[config.mk]
export PLATFORM = sky130hd
export DESIGN_NAME = form_field_extract_decode_top_flat
export DESIGN_NICKNAME = d
export VERILOG_FILES = /design/src/hw/rtl/ffd_pkg.sv /design/src/hw/rtl/ffd_ifs.sv /design/src/hw/rtl/ffd_cfg_regs.sv /design/src/hw/rtl/ffd_parser.sv /design/src/hw/rtl/ffd_result_queue.sv /design/src/hw/rtl/form_field_extract_decode_top.sv /design/src/flat_wrapper.sv
export SDC_FILE = /design/constraint.sdc
export NUM_CORES = 1
export LEC_CHECK = 0
export ABC_AREA = 1
export BUFFER_PORTS_ARGS = -buffer_cell sky130_fd_sc_hd__clkbuf_2
export CORE_AREA = 2 2 178 180
export DETAILED_ROUTE_END_ITERATION = 7
export DIE_AREA = 0 0 180 182
export HOLD_SLACK_MARGIN = 0.02
export PLACE_DENSITY = 0.83
export SYNTH_ARGS = -nofsm -noshare
export SYNTH_HDL_FRONTEND = slang
export SYNTH_SLANG_ARGS = --single-unit
export TNS_END_PERCENT = 30
[constraint.sdc]
create_clock -name clk -period 9.65 [get_ports clk]
set_input_delay 1.4475 -clock clk [delete_from_list [all_inputs] [get_ports clk]]
set_output_delay 1.4475 -clock clk [all_outputs]
set_load 0.03 [all_outputs]
[src/hw/rtl/ffd_pkg.sv]
// Package for the urlencoded form field decoder.
// Shared types, character constants and register codes; no dependencies.
`default_nettype none
package ffd_pkg;

  // Configuration port
  localparam int CFG_DATA_W = 64;
  localparam int CFG_IDX_W  = 2;
  localparam int KEY_LEN_W  = 5;

  typedef enum logic [CFG_IDX_W-1:0] {
    CFG_KEY_LOW  = 2'd0,
    CFG_KEY_HIGH = 2'd1,
    CFG_KEY_LEN  = 2'd2
  } cfg_reg_t;

  // Characters of the form encoding
  localparam logic [7:0] CHAR_AMP   = 8'h26;
  localparam logic [7:0] CHAR_PCT   = 8'h25;
  localparam logic [7:0] CHAR_PLUS  = 8'h2B;
  localparam logic [7:0] CHAR_EQ    = 8'h3D;
  localparam logic [7:0] CHAR_SPACE = 8'h20;

  typedef enum logic [1:0] {
    PH_MATCH = 2'd0,
    PH_SKIP  = 2'd1,
    PH_VALUE = 2'd2,
    PH_DONE  = 2'd3
  } phase_t;

  typedef enum logic [1:0] {
    ESC_NONE = 2'd0,
    ESC_PCT  = 2'd1,
    ESC_HEX1 = 2'd2
  } esc_t;

  typedef struct packed {
    logic [7:0] value_byte;
    logic       byte_present;
    logic       key_found;
    logic       done_res;
  } result_t;

  // Results of one body byte: up to four, in delivery order
  localparam int MAX_RES = 4;
  localparam int RES_CNT_W = 3;

  typedef struct packed {
    logic [RES_CNT_W-1:0]      count;
    result_t [MAX_RES-1:0]     item;
  } result_batch_t;

  // Result queue
  localparam int QUEUE_DEPTH = 8;
  localparam int Q_PTR_W     = 3;
  localparam int Q_CNT_W     = 4;

  function automatic logic is_hex(input logic [7:0] c);
    return (c >= 8'h30 && c <= 8'h39) || (c >= 8'h41 && c <= 8'h46) ||
           (c >= 8'h61 && c <= 8'h66);
  endfunction

  function automatic logic [3:0] hex_nib(input logic [7:0] c);
    logic [7:0] v;
    v = 8'h00;
    if (c >= 8'h30 && c <= 8'h39) v = c - 8'h30;
    else if (c >= 8'h41 && c <= 8'h46) v = c - 8'h37;
    else if (c >= 8'h61 && c <= 8'h66) v = c - 8'h57;
    return v[3:0];
  endfunction

  function automatic result_t mk_byte(input logic [7:0] b);
    result_t r;
    r.value_byte   = b;
    r.byte_present = 1'b1;
    r.key_found    = 1'b0;
    r.done_res     = 1'b0;
    return r;
  endfunction

  function automatic result_t mk_done(input logic found);
    result_t r;
    r.value_byte   = 8'h00;
    r.byte_present = 1'b0;
    r.key_found    = found;
    r.done_res     = 1'b1;
    return r;
  endfunction

endpackage
`default_nettype wire

[src/hw/rtl/ffd_ifs.sv]
// Valid/ready channel interfaces for body bytes and decoded results.
// No dependencies.
`default_nettype none
interface ffd_in_if;
  logic       valid;
  logic       ready;
  logic [7:0] body_byte;
  logic       body_end;

  modport source (output valid, output body_byte, output body_end, input ready);
  modport sink   (input valid, input body_byte, input body_end, output ready);
endinterface

interface ffd_out_if;
  logic       valid;
  logic       ready;
  logic [7:0] value_byte;
  logic       byte_present;
  logic       key_found;
  logic       done_res;

  modport source (output valid, output value_byte, output byte_present,
                  output key_found, output done_res, input ready);
  modport sink   (input valid, input value_byte, input byte_present,
                  input key_found, input done_res, output ready);
endinterface
`default_nettype wire

[src/hw/rtl/ffd_cfg_regs.sv]
// Key registers of the form field decoder, with length clamp.
// Depends on ffd_pkg.
`default_nettype none
module ffd_cfg_regs #(
  parameter int KEY_MAX_BYTES = 16,
  parameter int KP_W          = 5
) (
  input  wire logic                           clk,
  input  wire logic                           rst_n,
  input  wire logic                           cfg_we,
  input  wire logic [ffd_pkg::CFG_IDX_W-1:0]  cfg_index,
  input  wire logic [ffd_pkg::CFG_DATA_W-1:0] cfg_data,
  output logic [KEY_MAX_BYTES-1:0][7:0]       key_bytes,
  output logic [KP_W-1:0]                     key_len
);
  import ffd_pkg::*;

  logic [KEY_MAX_BYTES-1:0][7:0] key_r;
  logic [KEY_LEN_W-1:0]          klen_raw_r;

  always_ff @(posedge clk) begin
    if (!rst_n) begin
      key_r      <= '0;
      klen_raw_r <= '0;
    end else if (cfg_we) begin
      for (int i = 0; i < KEY_MAX_BYTES; i++) begin
        if ((i < 8 && cfg_index == CFG_KEY_LOW) || (i >= 8 && cfg_index == CFG_KEY_HIGH)) begin
          key_r[i] <= cfg_data[(i & 7) * 8 +: 8];
        end
      end
      if (cfg_index == CFG_KEY_LEN) begin
        klen_raw_r <= cfg_data[KEY_LEN_W-1:0];
      end
    end
  end

  // Clamp an oversized length to the key storage
  always_comb begin
    if (klen_raw_r > KEY_LEN_W'(KEY_MAX_BYTES)) key_len = KP_W'(KEY_MAX_BYTES);
    else key_len = KP_W'(klen_raw_r);
  end

  assign key_bytes = key_r;

endmodule
`default_nettype wire

[src/hw/rtl/ffd_parser.sv]
// Field matcher and value decoder: parse state and one byte's results.
// Depends on ffd_pkg.
`default_nettype none
module ffd_parser #(
  parameter int KEY_MAX_BYTES = 16,
  parameter int KP_W          = 5
) (
  input  wire logic                     clk,
  input  wire logic                     rst_n,
  input  wire logic                     step,
  input  wire logic [7:0]               body_byte,
  input  wire logic                     body_end,
  input  wire logic [KEY_MAX_BYTES-1:0][7:0] key_bytes,
  input  wire logic [KP_W-1:0]          key_len,
  output ffd_pkg::result_batch_t        batch
);
  import ffd_pkg::*;

  phase_t            phase_r, phase_nxt, phase_upd;
  logic [KP_W-1:0]   kp_r, kp_nxt, kp_upd;
  logic              found_r, found_nxt, found_upd;
  esc_t              esc_r, esc_nxt, esc_v;
  logic [7:0]        hex_r, hex_nxt, hex_v;
  logic [7:0]        key_sel, want;
  logic [RES_CNT_W-1:0] cnt_v;
  result_t [MAX_RES-1:0] item_v;
  logic              flush_pre, plain;

  // Key byte at the match position
  always_comb begin
    key_sel = 8'h00;
    for (int i = 0; i < KEY_MAX_BYTES; i++) begin
      if (kp_r == KP_W'(i)) key_sel = key_bytes[i];
    end
    want = (kp_r < key_len) ? key_sel : CHAR_EQ;
  end

  // Next phase, match position and found flag
  always_comb begin
    phase_upd = phase_r;
    kp_upd    = kp_r;
    found_upd = found_r;
    unique case (phase_r)
      PH_MATCH: begin
        if (body_byte == CHAR_AMP) begin
          kp_upd = '0;
        end else if (kp_r > key_len || body_byte != want) begin
          phase_upd = PH_SKIP;
          kp_upd    = '0;
        end else if (kp_r == key_len) begin
          phase_upd = PH_VALUE;
          kp_upd    = '0;
          found_upd = 1'b1;
        end else begin
          kp_upd = kp_r + KP_W'(1);
        end
      end
      PH_SKIP: begin
        if (body_byte == CHAR_AMP) begin
          phase_upd = PH_MATCH;
          kp_upd    = '0;
        end
      end
      PH_VALUE: begin
        if (body_byte == CHAR_AMP) phase_upd = PH_DONE;
      end
      PH_DONE: begin
      end
    endcase
    if (body_end) begin
      phase_nxt = PH_MATCH;
      kp_nxt    = '0;
      found_nxt = 1'b0;
    end else begin
      phase_nxt = phase_upd;
      kp_nxt    = kp_upd;
      found_nxt = found_upd;
    end
  end

  // Escape decoding and result list
  always_comb begin
    esc_v     = esc_r;
    hex_v     = hex_r;
    cnt_v     = '0;
    item_v    = '0;
    flush_pre = 1'b0;
    plain     = 1'b0;
    if (phase_r == PH_VALUE) begin
      if (body_byte == CHAR_AMP) begin
        flush_pre = 1'b1;
      end else begin
        unique case (esc_r)
          ESC_NONE: plain = 1'b1;
          ESC_PCT: begin
            if (is_hex(body_byte)) begin
              hex_v = body_byte;
              esc_v = ESC_HEX1;
            end else begin
              flush_pre = 1'b1;
              plain     = 1'b1;
            end
          end
          ESC_HEX1: begin
            if (is_hex(body_byte)) begin
              item_v[cnt_v[1:0]] = mk_byte({hex_nib(hex_r), hex_nib(body_byte)});
              cnt_v = cnt_v + RES_CNT_W'(1);
              esc_v = ESC_NONE;
              hex_v = 8'h00;
            end else begin
              flush_pre = 1'b1;
              plain     = 1'b1;
            end
          end
          default: begin
          end
        endcase
      end
    end
    // Emit a pending escape literally
    if (flush_pre) begin
      if (esc_r == ESC_PCT || esc_r == ESC_HEX1) begin
        item_v[cnt_v[1:0]] = mk_byte(CHAR_PCT);
        cnt_v = cnt_v + RES_CNT_W'(1);
      end
      if (esc_r == ESC_HEX1) begin
        item_v[cnt_v[1:0]] = mk_byte(hex_r);
        cnt_v = cnt_v + RES_CNT_W'(1);
      end
      esc_v = ESC_NONE;
      hex_v = 8'h00;
    end
    if (plain) begin
      if (body_byte == CHAR_PLUS) begin
        item_v[cnt_v[1:0]] = mk_byte(CHAR_SPACE);
        cnt_v = cnt_v + RES_CNT_W'(1);
      end else if (body_byte == CHAR_PCT) begin
        esc_v = ESC_PCT;
      end else begin
        item_v[cnt_v[1:0]] = mk_byte(body_byte);
        cnt_v = cnt_v + RES_CNT_W'(1);
      end
    end
    // End of body: flush, then the done result
    if (body_end) begin
      if (esc_v == ESC_PCT || esc_v == ESC_HEX1) begin
        item_v[cnt_v[1:0]] = mk_byte(CHAR_PCT);
        cnt_v = cnt_v + RES_CNT_W'(1);
      end
      if (esc_v == ESC_HEX1) begin
        item_v[cnt_v[1:0]] = mk_byte(hex_v);
        cnt_v = cnt_v + RES_CNT_W'(1);
      end
      item_v[cnt_v[1:0]] = mk_done(found_upd);
      cnt_v = cnt_v + RES_CNT_W'(1);
      esc_v = ESC_NONE;
      hex_v = 8'h00;
    end
    esc_nxt = esc_v;
    hex_nxt = hex_v;
  end

  always_ff @(posedge clk) begin
    if (!rst_n) begin
      phase_r <= PH_MATCH;
      kp_r    <= '0;
      found_r <= 1'b0;
      esc_r   <= ESC_NONE;
      hex_r   <= 8'h00;
    end else if (step) begin
      phase_r <= phase_nxt;
      kp_r    <= kp_nxt;
      found_r <= found_nxt;
      esc_r   <= esc_nxt;
      hex_r   <= hex_nxt;
    end
  end

  assign batch.count = cnt_v;
  assign batch.item  = item_v;

endmodule
`default_nettype wire

[src/hw/rtl/ffd_result_queue.sv]
// Result queue: takes up to four results per cycle, delivers one.
// Depends on ffd_pkg.
`default_nettype none
module ffd_result_queue (
  input  wire logic                    clk,
  input  wire logic                    rst_n,
  input  wire logic                    push,
  input  wire ffd_pkg::result_batch_t  batch,
  input  wire logic                    pop,
  output ffd_pkg::result_t             head,
  output logic [ffd_pkg::Q_CNT_W-1:0]  count
);
  import ffd_pkg::*;

  result_t              mem_r [QUEUE_DEPTH];
  logic [Q_PTR_W-1:0]   wr_ptr_r, rd_ptr_r;
  logic [Q_CNT_W-1:0]   count_r, count_nxt;
  logic [Q_CNT_W-1:0]   push_n;

  assign push_n = push ? Q_CNT_W'(batch.count) : '0;

  always_ff @(posedge clk) begin
    if (push) begin
      for (int j = 0; j < MAX_RES; j++) begin
        if (RES_CNT_W'(j) < batch.count) mem_r[wr_ptr_r + Q_PTR_W'(j)] <= batch.item[j];
      end
    end
  end

  always_comb begin
    count_nxt = count_r + push_n - (pop ? Q_CNT_W'(1) : '0);
  end

  always_ff @(posedge clk) begin
    if (!rst_n) begin
      wr_ptr_r <= '0;
      rd_ptr_r <= '0;
      count_r  <= '0;
    end else begin
      wr_ptr_r <= wr_ptr_r + push_n[Q_PTR_W-1:0];
      if (pop) rd_ptr_r <= rd_ptr_r + Q_PTR_W'(1);
      count_r  <= count_nxt;
    end
  end

  assign head  = mem_r[rd_ptr_r];
  assign count = count_r;

endmodule
`default_nettype wire

[src/hw/rtl/form_field_extract_decode_top.sv]
// Top level of the urlencoded form field decoder.
// Depends on ffd_pkg, ffd_ifs, ffd_cfg_regs, ffd_parser, ffd_result_queue.
`default_nettype none
// The block reads a urlencoded form body one byte per item on in_bus and
// returns the decoded value of the first field whose name equals the
// configured key: one result per value byte ('+' as space, %XX as one byte,
// a broken escape copied literally), then a done result with the found flag
// on the last body byte, after which it rearms for the next body. Each
// accepted byte waits in the input register until the queue has room for
// four more results; its results (up to four) are then worked out in a
// single pass and pushed into an eight-entry result queue. A byte enters
// every cycle as long as the queue has room for four more results, so
// sustained rate is one byte per cycle when each byte yields at most one
// result; the single-result output port sets the limit when bytes yield
// more (escape flushes, the done result). Write the key registers only
// while no body is in flight.
module form_field_extract_decode_top #(
  parameter int KEY_MAX_BYTES = 16
) (
  input  wire logic                           clk,
  input  wire logic                           rst_n,
  ffd_in_if.sink                              in_bus,
  ffd_out_if.source                           out_bus,
  input  wire logic                           cfg_we,
  input  wire logic [ffd_pkg::CFG_IDX_W-1:0]  cfg_index,
  input  wire logic [ffd_pkg::CFG_DATA_W-1:0] cfg_data
);
  import ffd_pkg::*;

  localparam int KP_W = $clog2(KEY_MAX_BYTES + 1);

  logic [KEY_MAX_BYTES-1:0][7:0] key_bytes;
  logic [KP_W-1:0]               key_len;

  // Input register
  logic       stage_v_r;
  logic [7:0] stage_byte_r;
  logic       stage_end_r;
  logic       process;
  logic       in_take;

  result_batch_t      batch;
  result_t            head;
  logic [Q_CNT_W-1:0] q_count;
  logic               pop;

  ffd_cfg_regs #(
    .KEY_MAX_BYTES (KEY_MAX_BYTES),
    .KP_W          (KP_W)
  ) u_cfg (
    .clk       (clk),
    .rst_n     (rst_n),
    .cfg_we    (cfg_we),
    .cfg_index (cfg_index),
    .cfg_data  (cfg_data),
    .key_bytes (key_bytes),
    .key_len   (key_len)
  );

  // Work the staged byte only when the queue can take a full batch
  assign process      = stage_v_r && (q_count <= Q_CNT_W'(QUEUE_DEPTH - MAX_RES));
  assign in_bus.ready = !stage_v_r || process;
  assign in_take      = in_bus.valid && in_bus.ready;

  always_ff @(posedge clk) begin
    if (!rst_n) begin
      stage_v_r <= 1'b0;
    end else if (in_take) begin
      stage_v_r <= 1'b1;
    end else if (process) begin
      stage_v_r <= 1'b0;
    end
  end

  always_ff @(posedge clk) begin
    if (in_take) begin
      stage_byte_r <= in_bus.body_byte;
      stage_end_r  <= in_bus.body_end;
    end
  end

  ffd_parser #(
    .KEY_MAX_BYTES (KEY_MAX_BYTES),
    .KP_W          (KP_W)
  ) u_parser (
    .clk       (clk),
    .rst_n     (rst_n),
    .step      (process),
    .body_byte (stage_byte_r),
    .body_end  (stage_end_r),
    .key_bytes (key_bytes),
    .key_len   (key_len),
    .batch     (batch)
  );

  ffd_result_queue u_queue (
    .clk   (clk),
    .rst_n (rst_n),
    .push  (process),
    .batch (batch),
    .pop   (pop),
    .head  (head),
    .count (q_count)
  );

  // Drive the result channel from the queue head
  assign out_bus.valid        = (q_count != '0);
  assign out_bus.value_byte   = head.value_byte;
  assign out_bus.byte_present = head.byte_present;
  assign out_bus.key_found    = head.key_found;
  assign out_bus.done_res     = head.done_res;
  assign pop                  = out_bus.valid && out_bus.ready;

  // Queue never holds more than its depth
  a_queue_bound: assert property (@(posedge clk) disable iff (!rst_n)
    q_count <= Q_CNT_W'(QUEUE_DEPTH))
    else $error("result queue overflow");

  // The last body byte always produces at least the done result
  a_end_has_done: assert property (@(posedge clk) disable iff (!rst_n)
    process && stage_end_r |-> batch.count != '0)
    else $error("body end without done result");

  // A staged byte that is not worked stays staged and unchanged
  a_stage_hold: assert property (@(posedge clk) disable iff (!rst_n)
    stage_v_r && !process |=> stage_v_r && $stable(stage_byte_r) && $stable(stage_end_r))
    else $error("staged byte lost");

endmodule
`default_nettype wire

[src/flat_wrapper.sv]
// flat-port wrapper written by rule: the top's interface ports become plain ports
module form_field_extract_decode_top_flat import ffd_pkg::*;
#(
  parameter int KEY_MAX_BYTES = 16
)
  (clk, rst_n, cfg_we, cfg_index, cfg_data, in_bus_valid, in_bus_body_byte, in_bus_body_end, in_bus_ready, out_bus_valid, out_bus_value_byte, out_bus_byte_present, out_bus_key_found, out_bus_done_res, out_bus_ready);
  ffd_in_if in_bus_i ();
  ffd_out_if out_bus_i ();
  input  wire logic clk;
  input  wire logic rst_n;
  input  wire logic cfg_we;
  input  wire logic [ffd_pkg::CFG_IDX_W-1:0] cfg_index;
  input  wire logic [ffd_pkg::CFG_DATA_W-1:0] cfg_data;
  input wire logic [$bits(in_bus_i.valid)-1:0] in_bus_valid;
  input wire logic [$bits(in_bus_i.body_byte)-1:0] in_bus_body_byte;
  input wire logic [$bits(in_bus_i.body_end)-1:0] in_bus_body_end;
  output wire logic [$bits(in_bus_i.ready)-1:0] in_bus_ready;
  output wire logic [$bits(out_bus_i.valid)-1:0] out_bus_valid;
  output wire logic [$bits(out_bus_i.value_byte)-1:0] out_bus_value_byte;
  output wire logic [$bits(out_bus_i.byte_present)-1:0] out_bus_byte_present;
  output wire logic [$bits(out_bus_i.key_found)-1:0] out_bus_key_found;
  output wire logic [$bits(out_bus_i.done_res)-1:0] out_bus_done_res;
  input wire logic [$bits(out_bus_i.ready)-1:0] out_bus_ready;
  assign in_bus_i.valid = in_bus_valid;
  assign in_bus_i.body_byte = in_bus_body_byte;
  assign in_bus_i.body_end = in_bus_body_end;
  assign in_bus_ready = in_bus_i.ready;
  assign out_bus_valid = out_bus_i.valid;
  assign out_bus_value_byte = out_bus_i.value_byte;
  assign out_bus_byte_present = out_bus_i.byte_present;
  assign out_bus_key_found = out_bus_i.key_found;
  assign out_bus_done_res = out_bus_i.done_res;
  assign out_bus_i.ready = out_bus_ready;
  form_field_extract_decode_top #(.KEY_MAX_BYTES(KEY_MAX_BYTES)) u_core (.clk(clk), .rst_n(rst_n), .in_bus(in_bus_i), .out_bus(out_bus_i), .cfg_we(cfg_we), .cfg_index(cfg_index), .cfg_data(cfg_data));
endmodule
-- Word level (Yosys, flattened, before mapping)
Memory sizes are Yosys's and may differ from the RTL's. A register that Yosys moved wholly into a read port is not among the register bits.
Cells that the tools add are included.
- bits in registers: 171
- bits in writable memories: 88
- input port bits: 80
- output and inout bits: 13
- memories: 1
- memories (name ; words ; bits a word ; read ports ; clocked after Yosys merged registers in ; wr ports ; line ; source):
    u_core.u_queue.mem_r ; 8 ; 11 ; 1 ; 1 ; 4 ; ffd_result_queue.sv:15 ; result_t mem_r [QUEUE_DEPTH];
- $add $sub $neg: 20
- magnitude comparators: 32
- eq/ne operators: 32
- multiplexer cells: 132
- bitwise operators: 9
- reductions and logical operators: 36
- operators by type and width (cell ; count):
    2-to-1 mux 44 bit ; 12
    2-to-1 mux 8 bit ; 23
    bitwise mux 44 bit ; 4
    demux 11 bit (select 2 bit) ; 6
    2-to-1 mux 11 bit ; 10
    inverter 28 bit ; 2
    2-to-1 mux 3 bit ; 15
    equality test 5 x 4 -> 1 bit, second input constant ; 8
    AND 36 bit ; 1
    inverter 36 bit ; 1
    >= comparator 8 x 7 -> 1 bit, second input constant ; 4
    less-or-equal comparator 8 x 7 -> 1 bit, second input constant ; 4
    2-to-1 mux 1 bit ; 30
    2-to-1 mux 2 bit ; 15
    2-to-1 mux 5 bit ; 6
    AND 28 bit ; 1
    AND 7 x 28 -> 28 bit ; 1
    adder 3 x 1 -> 3 bit, second input constant ; 8
    equality test 8 x 6 -> 1 bit, second input constant ; 3
    2-to-1 mux 4 bit ; 6
    equality test 5 x 3 -> 1 bit, second input constant ; 4
    less-than comparator 2 x 3 -> 1 bit, second input constant ; 6
    >= comparator 8 x 6 -> 1 bit, second input constant ; 2
    less-or-equal comparator 8 x 6 -> 1 bit, second input constant ; 2
    other kinds (42) ; 87

-- Depth between registers and ports, before layout
Gate-level depths: netlist (run 1).
- depth after elaboration: 31
- mapped depth: 44
- mapped depth without buffers: 42

-- Hierarchy
A second synthesis (run 1) with hierarchy kept.
- cell total of the unflattened synthesis: 3238
- area, all modules: 19854.0 um2
- modules (own cells, without submodules) (module ; times used ; cells each ; area each (um2) ; sequential area each (um2)):
    ffd_result_queue ; 1 ; 1305 ; 8234.1 ; 2902.8
    ffd_cfg_regs ; 1 ; 868 ; 5689.2 ; 2662.6
    ffd_parser ; 1 ; 1040 ; 5550.3 ; 360.3
    form_field_extract_decode_top ; 1 ; 25 ; 380.4 ; 290.3

-- Least setup slack after synthesis (run 1)
OpenSTA, ideal clock, no wires.
- kind: register to register
- start point: register u_core.stage_byte_r[0]
- end point: memory u_core.u_queue.mem_r[1][0] (netlist bit) (enable)
- library setup time: 0.392 ns
- arrival time: 5.845 ns
- required time: 9.258 ns
- slack: 3.413 ns
- stages on the path, launching flop included: 41
- path buffers: 3
- cell sequence: edfxtp_1 > buf_2 > inv_1 > ha_1 > o21ai_1 > nand2_2 > nand2_4 > a21oi_2 > nand2_2 > inv_1 > ha_1 > nor2_1 > o21ai_1 > nand2_2 > inv_2 > ha_1 > nor2_1 > nor2_1 > [5 not listed] > inv_1 > nand2_1 > o21ai_0 > inv_1 > ha_1 > nand3_1 > nand2_1 > nor2_1 > inv_1 > or2_2 > nand3_4 > inv_1 > nand2_1 > nor2_1 > inv_1 > buf_2 > clkbuf_1 > nand4_1
- RTL lines (item ; line ; source):
    start, declared ; form_field_extract_decode_top.sv:37 ; logic [7:0] stage_byte_r;
    start signal, assigned ; form_field_extract_decode_top.sv:77 ; stage_byte_r <= in_bus.body_byte;
    end, declared ; ffd_result_queue.sv:15 ;

==> results.tsv, run 1 <==
stage	metric	value	unit
die	row count	65	
global_routing	grt ovf	0	
route	Residual DRC	1	
clock_network	CTS tree	built	
synthesis	mean post-synth cell area	6.818	um2
synthesis	Synth Area in Compound Gates	0.2175	
global_routing	largest net degree at the start of global routing	107	
critical_path	max incr delay on CP	0.58	ns
critical_path	CP Max Fanout	11	
sta	Final period util	0.7773	
die	Initial Utilization	0.5411	
synthesis	Synth Flop Type	dfxtp_1	
clock_network	Post-CTS Hold Fix Bufs	0	
clock_network	Root Buffer	clkbuf_16	
route	routed wire length per instance	20.70	um
critical_path	cell mode on critical path	inv_1	
clock_network	CTS Buffer Depth	3	
route	total routed wirelength	60120	um
finish	Non-Filler Instances	2904	
clock_network	Setup Buffers After CTS	0	
global_routing	first-pass GRT wire length	93560	um
sta	RSZ-0062 raised after global routing	no	
clock_network	clock-pin slew on the worst setup and hold paths	0.06	ns
critical_path	cell depth of the worst flop-to-flop path	36	
synthesis	Post-Syn Instances	2459	
clock_network	htree depth	1	
sta	Max Fclk	133.3	MHz
die	Die ar.	32760	um2
critical_path	CP Capture Type	register	
die	Core Region	30990	um2
synthesis	Ys Warns	0	
clock_network	worst-skew pair later-pin latency	0.59	ns
critical_path	CP Depth	36	
sta	setup tns final	0	ns
sta	worst slew pin tran	1.374	ns
critical_path	Worst Path Required	9.86	ns
sta	fin. max-slew vios	0	
synthesis	Post-synth EDFFs	97	
die	io pins	93	
flow_run	max-cap violations	0	
critical_path	Setup CP Type	reg -> reg	
place	dpl cells	2851	
pwr	Total Power	0.003227	W
finish	Sequential Area	6216	um2
synthesis	main combinational cell family by area after synthesis	simple AND/OR/NAND/NOR gates	
clock_network	clock sink count	262	
synthesis	post-synthesis xor/xnor area fraction	0.005149	
route	DR iter-0 viols	2663	
sta	minimum clock period	7.501	ns
synthesis	mux share of post-synthesis cell area	0	
synthesis	Unique masters post-synth	55	
critical_path	slowest stage cell, crit path	nor2_1	
critical_path	worst path bufs/invs	9	
pwr	Leakage	7.813	nW
run_status	violated checks	design-rule violations	
global_routing	vias in the first global route	16610	
synthesis	Yosys reg bits	262	
run_status	status	finished, violations left	
critical_path	CP endpoint	u_core.u_queue.mem_r[0][0]$_DFFE_PP_	
synthesis	syn nets	2598	
sta	Final Hold Violating Endpoints	0	
synthesis	Post-Syn Area	16770	um2
global_routing	Total GRT Usage	0.3600	
route	vias	18140	
critical_path	Worst R2R Setup Slack	2.15	ns
pwr	VDD IR-drop max	0.1989	mV
clock_network	cells resized by post-CTS repair	0	
finish	share of post-route cells with drive strength above 1	0.09356	
place	port bufs	92	
route	final antenna-violating net count	0	
min_path	HP Class	reg -> reg	
critical_path	FF-to-FF Start	u_core.stage_byte_r[1]$_DFFE_PP_	
clock_network	number of CTS-inserted buffers	29	
route	drt pass-1 iters	8	
sta	final setup fails	0	
route	via/cell ratio	6.247	
synthesis	Synth async-reset ratio	0	
critical_path	critical path launch point	u_core.stage_byte_r[1]$_DFFE_PP_	
finish	number of fill cells	2895	
die	Die Span Y	182	um
die	die width	180	um
finish	multi-input logic area	9186	um2
synthesis	Post-Synth Simple-Gate Area	0.2785	
critical_path	Arr. time, crit path	7.71	ns
critical_path	FF-to-FF End	u_core.u_queue.mem_r[0][0]$_DFFE_PP_	
critical_path	cell family with most CP delay	simple AND/OR/NAND/NOR gates	
critical_path	Critical Path Start Type	register	
sta	Rel. slew slack	0.08367	
place	routability cong.	1.046	
pwr	Power Density	176.1	nW/um2
global_routing	antenna violations before repair	1	
finish	area grow syn2layout	9.299	%
finish	Final Net Count	2620	
sta	Clock Skews	0.02642	ns
place	Post-DP HPWL	42620	um
synthesis	Seq/Total Area, Yosys	0.3707	
min_path	hold-critical path depth	1	
synthesis	Post-Synth Adder-Cell Area	0.04493	
==> worst min-delay path by stage <==
stage	start	end	slack, ns
2_1_floorplan	u_core.u_queue.rd_ptr_r[2]$_SDFFE_PN0P_	register	0.41
3_3_place_gp	u_core.u_queue.rd_ptr_r[2]$_SDFFE_PN0P_	u_core.u_queue.rd_ptr_r[2]$_SDFFE_PN0P_	0.43
3_5_place_dp	u_core.u_queue.rd_ptr_r[2]$_SDFFE_PN0P_	register	0.43
4_1_cts	u_core.u_queue.rd_ptr_r[2]$_SDFFE_PN0P_	register	0.44
5_1_grt	u_core.u_queue.rd_ptr_r[2]$_SDFFE_PN0P_	register	0.47
6_report	u_core.u_queue.rd_ptr_r[2]$_SDFFE_PN0P_	register	0.45
==> sequential cells by signal (all words and copies together) (netlist names), 4 cells and up, named ones only <==
register and flops:
u_core.u_queue.count 4, u_core.u_queue.mem_r 88, u_core.stage_byte_r 8, u_core.u_cfg.key_bytes 128, u_core.u_parser.hex_r 8, u_core.u_parser.kp_r 5
u_core.u_cfg.klen_raw_r 5
==> layout make-up <==
class	count	share of cell area
inverter	246	0.05053
clock inverter	11	0.005804
antenna	1	0.0001366
multi-input combinational	1838	0.5013
clock buffer	40	0.04540
timing repair buffer	104	0.03018
tap	402	0.02745
sequential	262	0.3392
==> Yosys cell counts, drive strengths merged (33+ instances only) <==
library cell	instances	area share
a21oi	86	0.026
edfxtp	97	0.17
nand2	445	0.10
o21ai	367	0.11
buf	33	0.010
nor2	491	0.11
clkbuf	80	0.018
o22ai	64	0.024
ha	57	0.043
nand3	127	0.039
dfxtp	165	0.20
inv	236	0.053
o211ai	61	0.027
==> per-stage QoR <==
step	util	cell area (um2)	hold WS [ns]	worst slack, ns
after detailed placement	0.5608	17380	0.4341	2.323
after global placement	0.5608	17380	0.4323	2.559
after CTS	0.5911	18320	0.4420	2.317
final	0.5914	18330	0.4459	2.149
after global routing	0.5914	18330	0.4686	1.524
after floorplan	-	16770	0.4121	3.413
==> metal layers <==
layer  GRT usage  up-vias  wire length [um]
met5           0        -                 0
met4      0.1502        0              2878
met3     0.07481      215              7499
met2      0.5575     1263             26100
met1      0.4900     8360             23650
li1            -     8302                 -
==> power by group <==
part	internal (W)	switching (W)
combinational	0.000241	0.000597
clock	0.000632	0.000485
sequential	0.00123	0.0000455
==> cells by family (layout without fill, tap and decap cells) <==
kind of cell | count (synthesis) | after routing
buffers and inverters | 359 | 401
other | 0 | 1
flip-flops | 262 | 262
adder cells (fa/ha/maj) | 59 | 59
AO/OA/AOI/OAI | 641 | 641
AND/OR/NAND/NOR | 1129 | 1129
XOR/XNOR | 9 | 9
==> layout by cell type (no fill, tap or decap), drive strengths merged, types with 61 or more instances in the layout <==
master and n:
dfxtp 165, o22ai 64, edfxtp 97, nor2 491, a21oi 86, clkbuf 131
nand3 127, o211ai 61, o21ai 367, inv 239, nand2 445
No activity file was read; power rests on OpenSTA's default activity.
==> run 2, diff against run 1 <==
Settings changed: ABC_AREA 1 to 0, CORE_AREA 2 2 178 180 to 2 2 181 183, DIE_AREA 0 0 180 182 to 0 0 183 185.
Clock period 9.65 ns to 7.2 ns, I/O delays scaled along.
==> results.tsv, run 2 <==
stage	metric	value	unit	change
synthesis	syn nets	2215		-15%
finish	Final Core Density	0.5999		+0.008531
die	die width	183	um	+1.7%
synthesis	count leader, synth	nand2_1		
critical_path	worst path bufs/invs	6		-3
route	drt pass-1 iters	6		-2
sta	worst slew pin tran	1.392	ns	+0.01736 ns
finish	max reg flops	128		unchanged
synthesis	Post-Syn Instances	2076		-16%
critical_path	max incr delay on CP	0.55	ns	-0.03 ns
critical_path	cell mode on critical path	ha_1		
sta	Rel. slew slack	0.04811		-0.03557
critical_path	Arr. time, crit path	7.04	ns	-0.67 ns
global_routing	grt ovf	0		unchanged
clock_network	clock sink count	262		unchanged
synthesis	Commonest cells post-synth	nand2_1, a21oi_1, nor2_1, dfxtp_1, edfxtp_1		
critical_path	CP Capture Type	register		
clock_network	Post-CTS Hold Fix Bufs	0		unchanged
die	Initial Utilization	0.5379		-0.003168
critical_path	Critical Path Start Type	register		
critical_path	CP Max Fanout	9		-2
clock_network	htree depth	1		unchanged
finish	most common cell after layout, fill and taps aside	nand2_1		
synthesis	Unique masters post-synth	118		+110%
flow_run	max-cap violations	0		unchanged
die	row count	66		+1.5%
synthesis	Area contributors post-synth	dfxtp_1, edfxtp_1, nand2_1, a21oi_1, ha_1		
pwr	VDD IR-drop max	0.1995	mV	+0.33%
global_routing	first-pass GRT wire length	94300	um	+0.78%
clock_network	CTS tree	built		
clock_network	clock-pin slew on the worst setup and hold paths	0.06	ns	about the same
global_routing	antenna violations before repair	0		-1
synthesis	Yosys reg bits	262		unchanged
critical_path	slowest stage cell, crit path	or3_1		
clock_network	Root Buffer	clkbuf_16		
finish	share of post-route cells with drive strength above 1	0.1538		+0.06025
finish	diode count	0		-1
sta	Final period util	0.9392		+0.1619
pwr	Leakage	6.917	nW	-11%
synthesis	Synth area leader	dfxtp_1		
global_routing	Total GRT Usage	0.3568		-0.003205
synthesis	Ys Warns	0		unchanged
sta	final setup fails	0		unchanged
clock_network	CTS Buffer Depth	3		unchanged
synthesis	Post-Syn Area	17240	um2	+2.8%
global_routing	vias in the first global route	16150		-2.8%
clock_network	worst-skew pair later-pin latency	0.59	ns	about the same
pwr	Power Density	197.6	nW/um2	+12%
synthesis	Seq/Total Area, Yosys	0.3607		-0.01009
sta	RSZ-0062 raised after global routing	no		
synthesis	Post-synth EDFFs	97		unchanged
sta	Clock Skews	0.03459	ns	+0.008164 ns
finish	area grow syn2layout	11.53	%	
run_status	status	complete, no violations		
die	Die Span Y	185	um	+1.6%
route	total routed wirelength	61940	um	+3.0%
die	Die ar.	33860	um2	+3.3%
place	port bufs	92		unchanged
synthesis	Synth top area share	0.1917		-0.005363
sta	setup tns final	0	ns	unchanged
route	Residual DRC	0		-1
clock_network	number of CTS-inserted buffers	28		-3.4%
synthesis	Synth async-reset ratio	0		unchanged
route	routed wire length per instance	24.07	um	+16%
finish	number of fill cells	2865		-1.0%
route	vias	17360		-4.3%
sta	minimum clock period	6.762	ns	-0.7387 ns
min_path	HP Class	reg -> reg		
synthesis	Synth Flop Type	dfxtp_1		
critical_path	Worst Path Required	7.47	ns	-2.39 ns
sta	fin. max-slew vios	0		unchanged
finish	commonest cells after routing, fill and taps aside	nand2_1, a21oi_1, nor2_1		
die	Core Region	32040	um2	+3.4%
critical_path	Setup CP Type	reg -> reg		
place	dpl cells	2515		-12%
place	routability cong.	1.057		+1.1%
sta	Final Hold Violating Endpoints	0		unchanged
finish	Final Cell Area	19220	um2	+4.9%
route	final antenna-violating net count	0		unchanged
place	Post-DP HPWL	44450	um	+4.3%
critical_path	cell family with most CP delay	simple AND/OR/NAND/NOR gates		
route	DR iter-0 viols	2856		+7.2%
place	placed inst area	18180	um2	+4.7%
finish	Final Net Count	2283		-13%
pwr	Total Power	0.003799	W	+18%
synthesis	mean post-synth cell area	8.302	um2	+22%
sta	Max Fclk	147.9	MHz	+11%
global_routing	largest net degree at the start of global routing	85		-21%
die	io pins	93		unchanged
route	via/cell ratio	6.747		+8.0%
finish	Non-Filler Instances	2573		-11%
==> run 2: worst paths after layout <==
kind / startpoint / slack (ns) / cells after the start / to
worst max register to register: u_core.stage_byte_r[0]$_DFFE_PP_ / 0.44 / 29 / u_core.u_queue.mem_r[4][4]$_DFFE_PP_
worst min-delay path: u_core.u_cfg.key_bytes[16]$_SDFFE_PN0P_ / 0.45 / 2 / u_core.u_cfg.key_bytes[16]$_SDFFE_PN0P_
worst min register to register: u_core.u_cfg.key_bytes[16]$_SDFFE_PN0P_ / 0.45 / 2 / u_core.u_cfg.key_bytes[16]$_SDFFE_PN0P_
worst max-delay path: u_core.stage_byte_r[0]$_DFFE_PP_ / 0.44 / 29 / u_core.u_queue.mem_r[4][4]$_DFFE_PP_
==> run 2: per-stage QoR <==
stage / hold slack, ns / setup WS (ns)
6_report: 0.4549 / 0.4379
5_1_grt: 0.4707 / 0.07263
4_1_cts: 0.4506 / 0.1983
3_5_place_dp: 0.4420 / 0.2226
3_3_place_gp: 0.4396 / 0.4204
2_1_floorplan: 0.4312 / -0.01316
==> run 2: layer usage <==
| metal | wire length [um] | vias to the layer above | track usage |
|---|---|---|---|
| li1 | - | 7752 | - |
| met1 | 24690 | 8256 | 0.4864 |
| met2 | 27400 | 1140 | 0.5641 |
| met3 | 7127 | 212 | 0.06488 |
| met4 | 2723 | 0 | 0.1398 |
| met5 | 0 | - | 0 |
==> run 2: layout make-up <==
type / instances / area [um2] / area share
Clock inverter: 17 / 155.1 / 0.008071
Sequential cell: 262 / 6216 / 0.3234
Tap cell: 408 / 510.5 / 0.02656
Multi-Input combinational cell: 1601 / 10160 / 0.5287
Timing Repair Buffer: 177 / 1124 / 0.05845
Clock buffer: 34 / 773.2 / 0.04023
Inverter: 74 / 280.3 / 0.01458
==> run 2: repair_timing <==
| action | in CTS | in global routing |
|---|---|---|
| hold endpoints to repair | 0 | 0 |
| setup buffers | 0 | 7 |
| endpoints found under the setup margin | 0 | 157 |
| gates resized for setup | 0 | 8 |
==> run 2: cells by family (layout without fill, tap and decap cells) <==
group,after synthesis,count (layout),share of synthesized area
and+or+nand+nor,806,806,0.2176
buffers and inverters,213,302,0.05278
adders and majority gates,59,59,0.04370
muxes,68,68,0.05728
xor gates and xnor gates,28,28,0.01721
AOI/OAI and AO/OA,640,640,0.2508
DFF,262,262,0.3607
==> run 2: where the power goes <==
group	internal (W)	total (W)	switching, W
Combinational	0.000263	0.000693	0.000430
Clock	0.000808	0.00146	0.000656
Sequential	0.00159	0.00164	0.0000524
==> run 2: tightest hold or removal path, cell delays in order, from the launching register on <==
cell and delay [ns]:
dfxtp_1 0.31, nand2_1 0.05, a21oi_1 0.05
